$ cat config.mk
export PLATFORM = sky130hd
export DESIGN_NAME = script_push_tokenizer
export DESIGN_NICKNAME = d
export VERILOG_FILES = /design/src/hdl/spt_pkg.sv /design/src/hdl/spt_parser.sv /design/src/hdl/script_push_tokenizer.sv
export VERILOG_INCLUDE_DIRS = /design/src /design/src/hdl
export SDC_FILE = /design/constraint.sdc
export NUM_CORES = 1
export LEC_CHECK = 0
export ABC_AREA = 0
export ABC_CLOCK_PERIOD_IN_PS = 7700
export BUFFER_PORTS_ARGS = -buffer_cell sky130_fd_sc_hd__buf_2
export CAP_MARGIN = 10
export CELL_PAD_IN_SITES_DETAIL_PLACEMENT = 0
export CELL_PAD_IN_SITES_GLOBAL_PLACEMENT = 1
export CORE_MARGIN = 5
export CORE_UTILIZATION = 50
export CTS_BUF_LIST = sky130_fd_sc_hd__clkbuf_8
export DETAILED_ROUTE_END_ITERATION = 10
export HOLD_SLACK_MARGIN = 0.12
export PLACE_DENSITY = 0.92
export SETUP_SLACK_MARGIN = 0.02
export SYNTH_ARGS = -nofsm -noshare
export SYNTH_HDL_FRONTEND = slang
export SYNTH_SLANG_ARGS = --single-unit
$ cat constraint.sdc
create_clock -name i_clk -period 7.7 [get_ports i_clk]
set_clock_uncertainty 0.05 [all_clocks]
set_input_delay 0.385 -clock i_clk [delete_from_list [all_inputs] [get_ports i_clk]]
set_output_delay 0.385 -clock i_clk [all_outputs]
set_load 0.05 [all_outputs]
$ cat src/hdl/assert_macros.svh
// Assertion macros shared by the tokenizer RTL files.
`ifndef ASSERT_MACROS_SVH
`define ASSERT_MACROS_SVH

// Checked on every edge outside reset.
`define ASSERT_CLK(lbl, prop, msg) \
    lbl: assert property (@(posedge i_clk) disable iff (!i_rst_n) prop) else $error(msg);

// Checked on every edge, reset included.
`define ASSERT_ALWAYS(lbl, prop, msg) \
    lbl: assert property (@(posedge i_clk) prop) else $error(msg);

`endif

$ cat src/hdl/spt_pkg.sv
// Package for the script push tokenizer: types, codes and constants.
package spt_pkg;

    // Width of the script length and body byte counters (16 to 64)
    localparam int unsigned COUNT_BITS = 64;
    // Widest compact-size length field in bits
    localparam int unsigned PREFIX_BITS = 64;

    // Compact-size markers
    localparam logic [7:0] PREFIX_MARK16 = 8'hFD;
    localparam logic [7:0] PREFIX_MARK32 = 8'hFE;

    // Push opcodes
    localparam logic [7:0] DIRECT_PUSH_MIN = 8'd1;
    localparam logic [7:0] DIRECT_PUSH_MAX = 8'd75;
    localparam logic [7:0] PD8_OPCODE      = 8'd76;
    localparam logic [7:0] PD16_OPCODE     = 8'd77;
    localparam logic [7:0] PD32_OPCODE     = 8'd78;

    typedef logic [COUNT_BITS-1:0] t_count;

    typedef enum logic [2:0] {
        PH_PREFIX_FIRST = 3'd0,
        PH_PREFIX_MORE  = 3'd1,
        PH_OPCODE       = 3'd2,
        PH_PDLEN        = 3'd3,
        PH_DATA         = 3'd4,
        PH_DONE         = 3'd5
    } t_phase;

    typedef enum logic [2:0] {
        KIND_PREFIX    = 3'd0,
        KIND_OPCODE    = 3'd1,
        KIND_PUSH_LEN  = 3'd2,
        KIND_PD_OPCODE = 3'd3,
        KIND_PD_LEN    = 3'd4,
        KIND_DATA      = 3'd5,
        KIND_IGNORED   = 3'd6
    } t_kind;

    typedef struct packed {
        logic [7:0] in_byte;
        logic       end_of_buffer;
    } t_in_item;

    typedef struct packed {
        t_kind       byte_kind;
        logic [7:0]  byte_value;
        logic        element_done;
        logic        truncated;
        logic        script_done;
        logic        parse_error;
        logic [31:0] nominal_length;
    } t_out_item;

endpackage

$ cat src/hdl/spt_parser.sv
// Parse state machine: tags one byte and updates the parse state per transfer.
`include "assert_macros.svh"

module spt_parser (
    input  logic               i_clk,
    input  logic               i_rst_n,
    input  logic               i_advance,
    input  spt_pkg::t_in_item  i_item,
    output spt_pkg::t_out_item o_result
);

    spt_pkg::t_phase r_phase, n_phase;
    logic [2:0]      r_pos, n_pos;
    logic [3:0]      r_left, n_left;
    spt_pkg::t_count r_len, n_len;
    spt_pkg::t_count r_cons, n_cons;
    logic [31:0]     r_acc, n_acc;
    logic [31:0]     r_dleft, n_dleft;

    logic [7:0]                     b;
    logic [spt_pkg::PREFIX_BITS-1:0] lane_word;
    spt_pkg::t_count                cons_inc;
    spt_pkg::t_kind                 kind;
    logic                           edone, trunc, sdone, perr;
    logic                           count_en, check_en, ge;

    assign b         = i_item.in_byte;
    // Prefix byte placed at its little-endian lane
    assign lane_word = spt_pkg::PREFIX_BITS'(b) << {r_pos, 3'b000};
    // Saturating body byte count
    assign cons_inc  = (r_cons == '1) ? r_cons : r_cons + spt_pkg::COUNT_BITS'(1);

    // Next state and result tag
    always_comb begin
        n_phase  = r_phase;
        n_pos    = r_pos;
        n_left   = r_left;
        n_len    = r_len;
        n_cons   = r_cons;
        n_acc    = r_acc;
        n_dleft  = r_dleft;
        kind     = spt_pkg::KIND_IGNORED;
        edone    = 1'b0;
        trunc    = 1'b0;
        sdone    = 1'b0;
        perr     = 1'b0;
        count_en = 1'b0;
        check_en = 1'b0;

        case (r_phase)
            spt_pkg::PH_PREFIX_FIRST: begin
                kind = spt_pkg::KIND_PREFIX;
                if (b < spt_pkg::PREFIX_MARK16) begin
                    n_len    = spt_pkg::COUNT_BITS'(b);
                    n_cons   = '0;
                    check_en = 1'b1;
                end else begin
                    if (b == spt_pkg::PREFIX_MARK16) begin
                        n_left = 4'd2;
                    end else if (b == spt_pkg::PREFIX_MARK32) begin
                        n_left = 4'd4;
                    end else begin
                        n_left = 4'd8;
                    end
                    n_pos   = '0;
                    n_len   = '0;
                    n_phase = spt_pkg::PH_PREFIX_MORE;
                end
            end
            spt_pkg::PH_PREFIX_MORE: begin
                kind  = spt_pkg::KIND_PREFIX;
                n_len = r_len | lane_word[spt_pkg::COUNT_BITS-1:0];
                n_pos = r_pos + 3'd1;
                if (r_left != 4'd0) begin
                    n_left = r_left - 4'd1;
                end
                if (n_left == 4'd0) begin
                    n_cons   = '0;
                    check_en = 1'b1;
                end
            end
            spt_pkg::PH_OPCODE: begin
                count_en = 1'b1;
                if (b >= spt_pkg::DIRECT_PUSH_MIN && b <= spt_pkg::DIRECT_PUSH_MAX) begin
                    kind    = spt_pkg::KIND_PUSH_LEN;
                    n_acc   = 32'(b);
                    n_dleft = 32'(b);
                    n_phase = spt_pkg::PH_DATA;
                end else if (b == spt_pkg::PD8_OPCODE || b == spt_pkg::PD16_OPCODE
                             || b == spt_pkg::PD32_OPCODE) begin
                    kind  = spt_pkg::KIND_PD_OPCODE;
                    n_acc = '0;
                    if (b == spt_pkg::PD8_OPCODE) begin
                        n_left = 4'd1;
                    end else if (b == spt_pkg::PD16_OPCODE) begin
                        n_left = 4'd2;
                    end else begin
                        n_left = 4'd4;
                    end
                    n_pos   = '0;
                    n_phase = spt_pkg::PH_PDLEN;
                end else begin
                    kind     = spt_pkg::KIND_OPCODE;
                    edone    = 1'b1;
                    check_en = 1'b1;
                end
            end
            spt_pkg::PH_PDLEN: begin
                kind     = spt_pkg::KIND_PD_LEN;
                count_en = 1'b1;
                n_acc    = r_acc | (32'(b) << {r_pos[1:0], 3'b000});
                n_pos    = r_pos + 3'd1;
                if (r_left != 4'd0) begin
                    n_left = r_left - 4'd1;
                end
                if (n_left == 4'd0) begin
                    n_dleft = n_acc;
                    if (n_acc == 32'd0) begin
                        edone    = 1'b1;
                        check_en = 1'b1;
                    end else begin
                        n_phase = spt_pkg::PH_DATA;
                    end
                end
            end
            spt_pkg::PH_DATA: begin
                kind     = spt_pkg::KIND_DATA;
                count_en = 1'b1;
                if (r_dleft != 32'd0) begin
                    n_dleft = r_dleft - 32'd1;
                end
                if (n_dleft == 32'd0) begin
                    edone    = 1'b1;
                    check_en = 1'b1;
                end
            end
            default: begin
                kind = spt_pkg::KIND_IGNORED;
            end
        endcase

        if (count_en) begin
            n_cons = cons_inc;
        end

        // Completion check between elements
        ge = (n_cons >= n_len);
        if (check_en) begin
            if (ge) begin
                n_phase = spt_pkg::PH_DONE;
                sdone   = 1'b1;
            end else begin
                n_phase = spt_pkg::PH_OPCODE;
            end
        end

        o_result.byte_kind      = kind;
        o_result.byte_value     = b;
        o_result.nominal_length = n_acc;

        // Buffer end: flag the outcome, then rearm
        if (i_item.end_of_buffer) begin
            if (n_phase == spt_pkg::PH_DATA || n_phase == spt_pkg::PH_PDLEN) begin
                trunc = 1'b1;
                edone = 1'b1;
                if (ge) begin
                    sdone = 1'b1;
                end else begin
                    perr = 1'b1;
                end
            end else if (n_phase != spt_pkg::PH_DONE) begin
                perr = 1'b1;
            end
            n_phase = spt_pkg::PH_PREFIX_FIRST;
            n_pos   = '0;
            n_left  = '0;
            n_len   = '0;
            n_cons  = '0;
            n_acc   = '0;
            n_dleft = '0;
        end

        o_result.element_done = edone;
        o_result.truncated    = trunc;
        o_result.script_done  = sdone;
        o_result.parse_error  = perr;
    end

    // State registers, updated once per byte transfer
    always_ff @(posedge i_clk) begin
        if (!i_rst_n) begin
            r_phase <= spt_pkg::PH_PREFIX_FIRST;
            r_pos   <= '0;
            r_left  <= '0;
            r_len   <= '0;
            r_cons  <= '0;
            r_acc   <= '0;
            r_dleft <= '0;
        end else if (i_advance) begin
            r_phase <= n_phase;
            r_pos   <= n_pos;
            r_left  <= n_left;
            r_len   <= n_len;
            r_cons  <= n_cons;
            r_acc   <= n_acc;
            r_dleft <= n_dleft;
        end
    end

    `ASSERT_CLK(a_eob_rearms, i_advance && i_item.end_of_buffer |=> r_phase == spt_pkg::PH_PREFIX_FIRST, "parser did not rearm after buffer end")
    `ASSERT_CLK(a_data_nonzero, r_phase == spt_pkg::PH_DATA |-> r_dleft != 32'd0, "data phase with nothing left")
    `ASSERT_CLK(a_pdlen_pending, r_phase == spt_pkg::PH_PDLEN |-> r_left != 4'd0, "pushdata length phase with no bytes due")

endmodule

$ cat src/hdl/script_push_tokenizer.sv
// Script push tokenizer top level: input register, parser and result register.
//
// Usage: feed the serialized script one byte per transfer on the input channel
// (i_in_valid / o_in_stall, payload i_in_data) and set end_of_buffer on the
// last byte of each buffer. Each byte yields exactly one tag item on the
// output channel (o_out_valid / i_out_stall, payload o_out_data).
// An input transfer loads the byte into the input register; while it sits
// there the parser tags it and updates its state, and the tag is written
// to the output register as the byte advances.
// Throughput is one byte per cycle while the receiver does not stall; the
// limit per cycle is the parse state update, whose longest path is the
// saturating body count and its compare against the declared script length.
// When the receiver stalls, the result holds and the byte in the input
// register waits; o_in_stall rises once both registers are occupied.
// Reset (synchronous, i_rst_n low) empties both registers and returns the
// parser to expect the first length prefix byte. A byte with end_of_buffer
// set rearms the parser the same way for the next buffer.
`include "assert_macros.svh"

module script_push_tokenizer (
    input  logic               i_clk,
    input  logic               i_rst_n,
    input  logic               i_in_valid,
    output logic               o_in_stall,
    input  spt_pkg::t_in_item  i_in_data,
    output logic               o_out_valid,
    input  logic               i_out_stall,
    output spt_pkg::t_out_item o_out_data
);

    logic               r_in_valid;
    spt_pkg::t_in_item  r_in_item;
    logic               r_out_valid;
    spt_pkg::t_out_item r_out_item;

    logic               advance;
    logic               in_xfer;
    spt_pkg::t_out_item result;

    // Move a byte from the input register to the result register
    assign advance    = r_in_valid && (!r_out_valid || !i_out_stall);
    assign o_in_stall = r_in_valid && !advance;
    assign in_xfer    = i_in_valid && !o_in_stall;

    spt_parser u_parser (
        .i_clk     (i_clk),
        .i_rst_n   (i_rst_n),
        .i_advance (advance),
        .i_item    (r_in_item),
        .o_result  (result)
    );

    // Input register
    always_ff @(posedge i_clk) begin
        if (!i_rst_n) begin
            r_in_valid <= 1'b0;
        end else if (in_xfer) begin
            r_in_valid <= 1'b1;
        end else if (advance) begin
            r_in_valid <= 1'b0;
        end
    end

    always_ff @(posedge i_clk) begin
        if (in_xfer) begin
            r_in_item <= i_in_data;
        end
    end

    // Result register
    always_ff @(posedge i_clk) begin
        if (!i_rst_n) begin
            r_out_valid <= 1'b0;
        end else if (advance) begin
            r_out_valid <= 1'b1;
        end else if (!i_out_stall) begin
            r_out_valid <= 1'b0;
        end
    end

    always_ff @(posedge i_clk) begin
        if (advance) begin
            r_out_item <= result;
        end
    end

    assign o_out_valid = r_out_valid;
    assign o_out_data  = r_out_item;

    `ASSERT_CLK(a_advance_fills, advance |=> o_out_valid, "result register not loaded after advance")

endmodule
# After elaboration in Yosys (flattened, before gate mapping)
# Index checks and enable logic that the tools add are counted.
# totals
register_bits,260
inputBits,13
output_inout_bits,49
elab_cells,151
# op_classes
addsub,4
order_cmp,4
eq_ne,19
shift,2
muxes,73
bitwise_logic,2
n_reduce_logical,29
# op_table
op,count
$mux 64,6
$mux 32,8
$pmux 64 s2,2
$pmux 32 s3,1
$add 64x1->64 const B,1
$eq 64x64->1 const B,1
$ge 64x64->1,1
$logic_not 32->1,2
$or 64x64->64,1
$pmux 32 s2,1
$shl 8x6->64,1
$mux 3,14
$mux 4,10
$or 32x32->32,1
$reduce_bool 32->1,1
$shl 8x5->32,1
$sub 32x1->32 const B,1
$eq 8x7->1 const B,3
$mux 1,23
$pmux 3 s3,2
$eq 8x8->1 const B,2
$pmux 4 s4,1
$pmux 3 s4,1
$reduce_bool 4->1,3
26 further kinds,45

# Depth between registers and ports, before layout
# depth
ltp_word,14
depth_mapped,23
mapped_depth_nobuf,21

# By module
# From an unflattened synthesis, not the netlist that was laid out.
# hier_totals
cells_unflattened,2022
area_unflattened_um2,16241.8
# by_module_without_submodules
module,n_inst,cells_each,area_each_um2,seq_area_each_um2
spt_parser,1,1958,14476.4,4043.9
script_push_tokenizer,1,64,1765.4,1721.7

# Worst setup path before layout
# Ideal clock, no wire load.
# synth_timing
path_kind,register to register
start,reg r_in_item[3] (netlist name)
end,"reg r_out_item (netlist bit o_out_data[33]), data pin"
setup_ns,0.257
arrival_time_ns,4.440
required_time_ns,7.393
path_slack_ns,2.953
stages_incl_launch_ff,23
n_path_buf,5
period_less_slack_ns,4.747
path_cell_list,edfxtp_1 -> clkbuf_1 -> nand3_1 -> or3_1 -> clkbuf_1 -> or2_2 -> clkbuf_1 -> nor2_1 -> a2111o_1 -> clkbuf_1 -> clkbuf_1 -> nand3_1 -> o21ai_0 -> ha_1 -> a21oi_1 -> o21ai_0 -> a2111oi_0 -> o41a_1 -> o31ai_1 -> a211oi_1 -> o21ai_0 -> a211o_1 -> a21boi_1
# synth_lines
item,line_no,source
from (decl),script_push_tokenizer.sv:32,spt_pkg::t_in_item r_in_item;
from (signal assigned),script_push_tokenizer.sv:66,r_in_item <= i_in_data;
to (signal assigned),script_push_tokenizer.sv:83,r_out_item <= result;
to (decl),script_push_tokenizer.sv:34,spt_pkg::t_out_item r_out_item;

# Worst setup path in the final report
# layout_timing
start,reg u_parser.r_phase[2]
end,"reg r_out_item (netlist bit o_out_data[32]), data pin"
# layout_via
elab_chain_cells,10
elab_cells_between_ends,27
classes_between,1 x order compare; 7 x eq/ne; 16 x mux; 3 x reduce/logical
# layout_lines
item,line_no,source
from (decl),spt_parser.sv:12,"spt_pkg::t_phase r_phase, n_phase;"
from (signal assigned),spt_parser.sv:192,r_phase <= spt_pkg::PH_PREFIX_FIRST;
from (signal assigned),spt_parser.sv:200,r_phase <= n_phase;
$eq 3x2->1 or $eq 3x3->1 (tied branches),spt_parser.sv:50,case (r_phase)
$reduce_or 3->1 (no source line),n/a,
$mux 1,spt_parser.sv:50,
$mux 64,spt_parser.sv:142,if (count_en) begin
$ge 64x64->1,spt_parser.sv:147,ge = (n_cons >= n_len);
$mux 3,spt_parser.sv:149,if (ge) begin
$mux 3,spt_parser.sv:148,if (check_en) begin
"$ne 3x3->1, or another cell as far along",spt_parser.sv:171,end else if (n_phase != spt_pkg::PH_DONE) begin
$mux 1 or $logic_or 1x1->1 (tied branches),"spt_parser.sv:171, spt_parser.sv:163",
$mux 1 (*),spt_parser.sv:163,if (n_phase == spt_pkg::PH_DATA || n_phase == spt_pkg::PH_PDLEN) begin
# Every way passes the cells marked *; elsewhere a longest branch is shown, timed or not.
# A chain may end at the register's enable or synchronous reset.

==> results.cfg <==
[grt]
grt_max_degree = 70
overflow = 0
grt_pass1_vias = 14233
grtUsageTotal = 0.274
grt_pass1_wl_um = 79200
antenna_found_initial = 0

[layout]
diodes = 0
mostFrequentLayoutCell = nand2_1
n_fill_cell = 2897
layout-drive-gt1-share = 0.0972
ff_latch_area_mm2 = 0.00577
multi_input_area_mm2 = 0.00936
finalNetCount = 2063
area_delta_synth_final_pct = 9.32
layout_common_cells = nand2_1, dfxtp_1, o21ai_0
final_core_util = 0.550

[yosys]
netlist_area_mm2 = 0.0158
async_flop_share = 0
syn_avg_cell_area_um2 = 7.96
syn_nets = 2062
ys.flop_type = dfxtp_1
synth-edff-count = 56
seq_area_frac_synth = 0.366
ys_seq_elements = 260
synth_cells = 1980
netlist-cell-type-count = 82
yosysWarningCount = 0

[min_path]
hold_depth = 2
min_path_type = in -> reg

[route]
vias_per_cell = 6.36
ant_nets = 0
wl_um = 50500
dr.pass1.iters = 6
wl_per_cell_um = 20.9
drt-initial-drc-count = 1519
drc = 0
via_count = 15372

[sta]
rsz0062_at_grt = false
finalSetupTns_ns = 0
fmax_mhz = 169
setup_viol = 0
worst_pin_slew_ns = 1.31
finalCriticalPeriod_ns = 5.93
slew_viol_final = 0
post-route-period-util = 0.770
slew_headroom = 0.124
finalHoldViolations = 0

[die]
die-area_mm2 = 0.0352
fp.dieH_um = 187
core_mm2 = 0.0313
start_util = 0.503
rows = 65
io_pins = 62
die_w_um = 187

[critical_path]
worstPathMaxFanout = 28
cp_data_required_time_ns = 7.99
path_class = reg -> reg
worstSetupStartpointType = register
r2r_cells = 16
critPathArrivalTime_ns = 6.22
end_kind = register

[placed_design]
numPortBuffers = 61
gp_congestion = 0.968
hpwlAfterDp_um = 33500

[power]
power_density_mw_per_mm2 = 175
ir_drop_mv = 0.0997
p_leak_nw = 6.22

[job]
maxCapViolations = 0

[cts]
cts_max_level = 2
cts_buffer_depth = 3
cts-root-buf = clkbuf_8
numCtsBuffers = 45
clkSinkCount = 260
ctsResizeCount = 0
clock_latency_ns = 0.61
cts_tree = built
path_clk_slew_ns = 0.06

[outcome]
status = completed
[where the power goes]
part           internal (mW)  total (mW)  leakage, nW  switching, mW
combinational          0.108       0.372         3.52          0.264
sequential              1.41        1.43         2.18         0.0157
clock                  0.626        1.22        0.525          0.590
total                   2.14        3.01         6.22          0.870
[state kept, by name, indices dropped and copies added, names as in the netlist]
signal            flops
u_parser.r_len       64
o_out_valid           1
o_out_data           47
r_in_valid            1
u_parser.r_pos        3
u_parser.r_left       4
r_in_item             9
u_parser.r_acc       32
u_parser.r_cons      64
u_parser.r_phase      3
u_parser.r_dleft     32
[worst max-delay path, stage by stage, from the launching register on]
cell,delay (ns)
dfxtp_1,0.61
or3b_2,0.81
nand2_1,0.32
nand2_1,0.12
nor3_1,0.28
nor2b_1,0.77
nand2_1,0.38
nand3_1,0.17
o21ai_0,0.12
ha_1,0.32
nand2_1,0.05
nor3_1,0.21
nand3_1,0.14
or4_1,0.52
o21ai_0,0.31
a211o_1,0.37
a21oi_1,0.11
[through the flow]
stage / setup WS (ns) / hold WS (ns) / cell area, µm² / power [mW] / cells
5_1_grt: 1.45 / 0.316 / 17200 / 3.12 / 2418
6_report: 1.77 / 0.293 / 17200 / 3.01 / 2418
4_1_cts: 1.89 / 0.299 / 17200 / 3.03 / 2418
3_3_place_gp: 2.01 / 0.418 / 16300 / 1.81 / 2325
2_1_floorplan: 2.95 / 0.374 / 15800 / 1.71 / 1980
3_5_place_dp: 1.91 / 0.424 / 16300 / 1.81 / 2325
[what timing repair did]
action | 4_1_cts | 5_1_grt
hold buffers | 11 | 0
setup buffers | 0 | 0
hold endpoints to repair | 11 | 0
[kinds of logic after synthesis]
| group | Yosys count | share of synthesized area |
|---|---|---|
| AOI/OAI and AO/OA | 633 | 0.255 |
| xor gates and xnor gates | 21 | 0.0117 |
| adders and majority gates | 69 | 0.0548 |
| buffers and inverters | 171 | 0.0415 |
| DFF | 260 | 0.366 |
| muxes | 8 | 0.00516 |
| and+or+nand+nor | 818 | 0.266 |
[layout make-up]
| class | instances | area share |
|---|---|---|
| Clock buffer | 53 | 0.0424 |
| Clock inverter | 29 | 0.00719 |
| Inverter | 22 | 0.00480 |
| Sequential cell | 260 | 0.335 |
| Timing Repair Buffer | 103 | 0.0378 |
| Tap cell | 402 | 0.0292 |
| Multi-Input combinational cell | 1549 | 0.544 |
[Yosys cell counts (all sizes together), types with 5 or more instances]
master / instances / area (µm²)
nor3: 50 / 250
a211oi: 8 / 65.1
inv: 22 / 82.6
or3: 19 / 129
a21boi: 8 / 60.1
nor4: 24 / 184
clkbuf: 134 / 503
a21o: 18 / 135
edfxtp: 56 / 1680
a21oi: 147 / 747
buf: 15 / 67.6
ha: 69 / 863
a22o: 12 / 105
o22ai: 16 / 100
a31oi: 29 / 181
o31ai: 30 / 225
or2: 18 / 113
o21a: 10 / 75.1
nor2b: 123 / 769
nand4: 34 / 219
dfxtp: 204 / 4080
mux2i: 7 / 70.1
and2: 42 / 265
and4: 8 / 70.1
nand3: 99 / 505
and3: 20 / 125
or4: 17 / 131
a211o: 5 / 43.8
a2111oi: 6 / 72.6
nor2: 141 / 529
o21ai: 200 / 1000
o211ai: 7 / 52.6
xor2: 8 / 70.1
a2bb2oi: 43 / 377
nand2: 206 / 773
xnor2: 13 / 114
nand2b: 9 / 56.3
a22oi: 55 / 413
[final timing paths]
| kind | slack, ns | to | start |
|---|---|---|---|
| worst max-delay path | 1.77 | o_out_data[32] | u_parser.r_phase[2] |
| worst min-delay path | 0.29 | u_parser.r_len[8] | i_rst_n |
| worst max register to register | 1.77 | o_out_data[32] | u_parser.r_phase[2] |
| worst min register to register | 0.44 | u_parser.r_dleft[30] | u_parser.r_dleft[30] |
[metal layers]
metal	vias to the layer above	track usage	routed length, µm
met4	0	0.0782	1230
met2	676	0.439	23000
met3	91	0.0450	3710
li1	7292	-	-
met1	7313	0.383	22600
met5	-	0	0
Note: power is estimated with default switching activity, not from simulation.
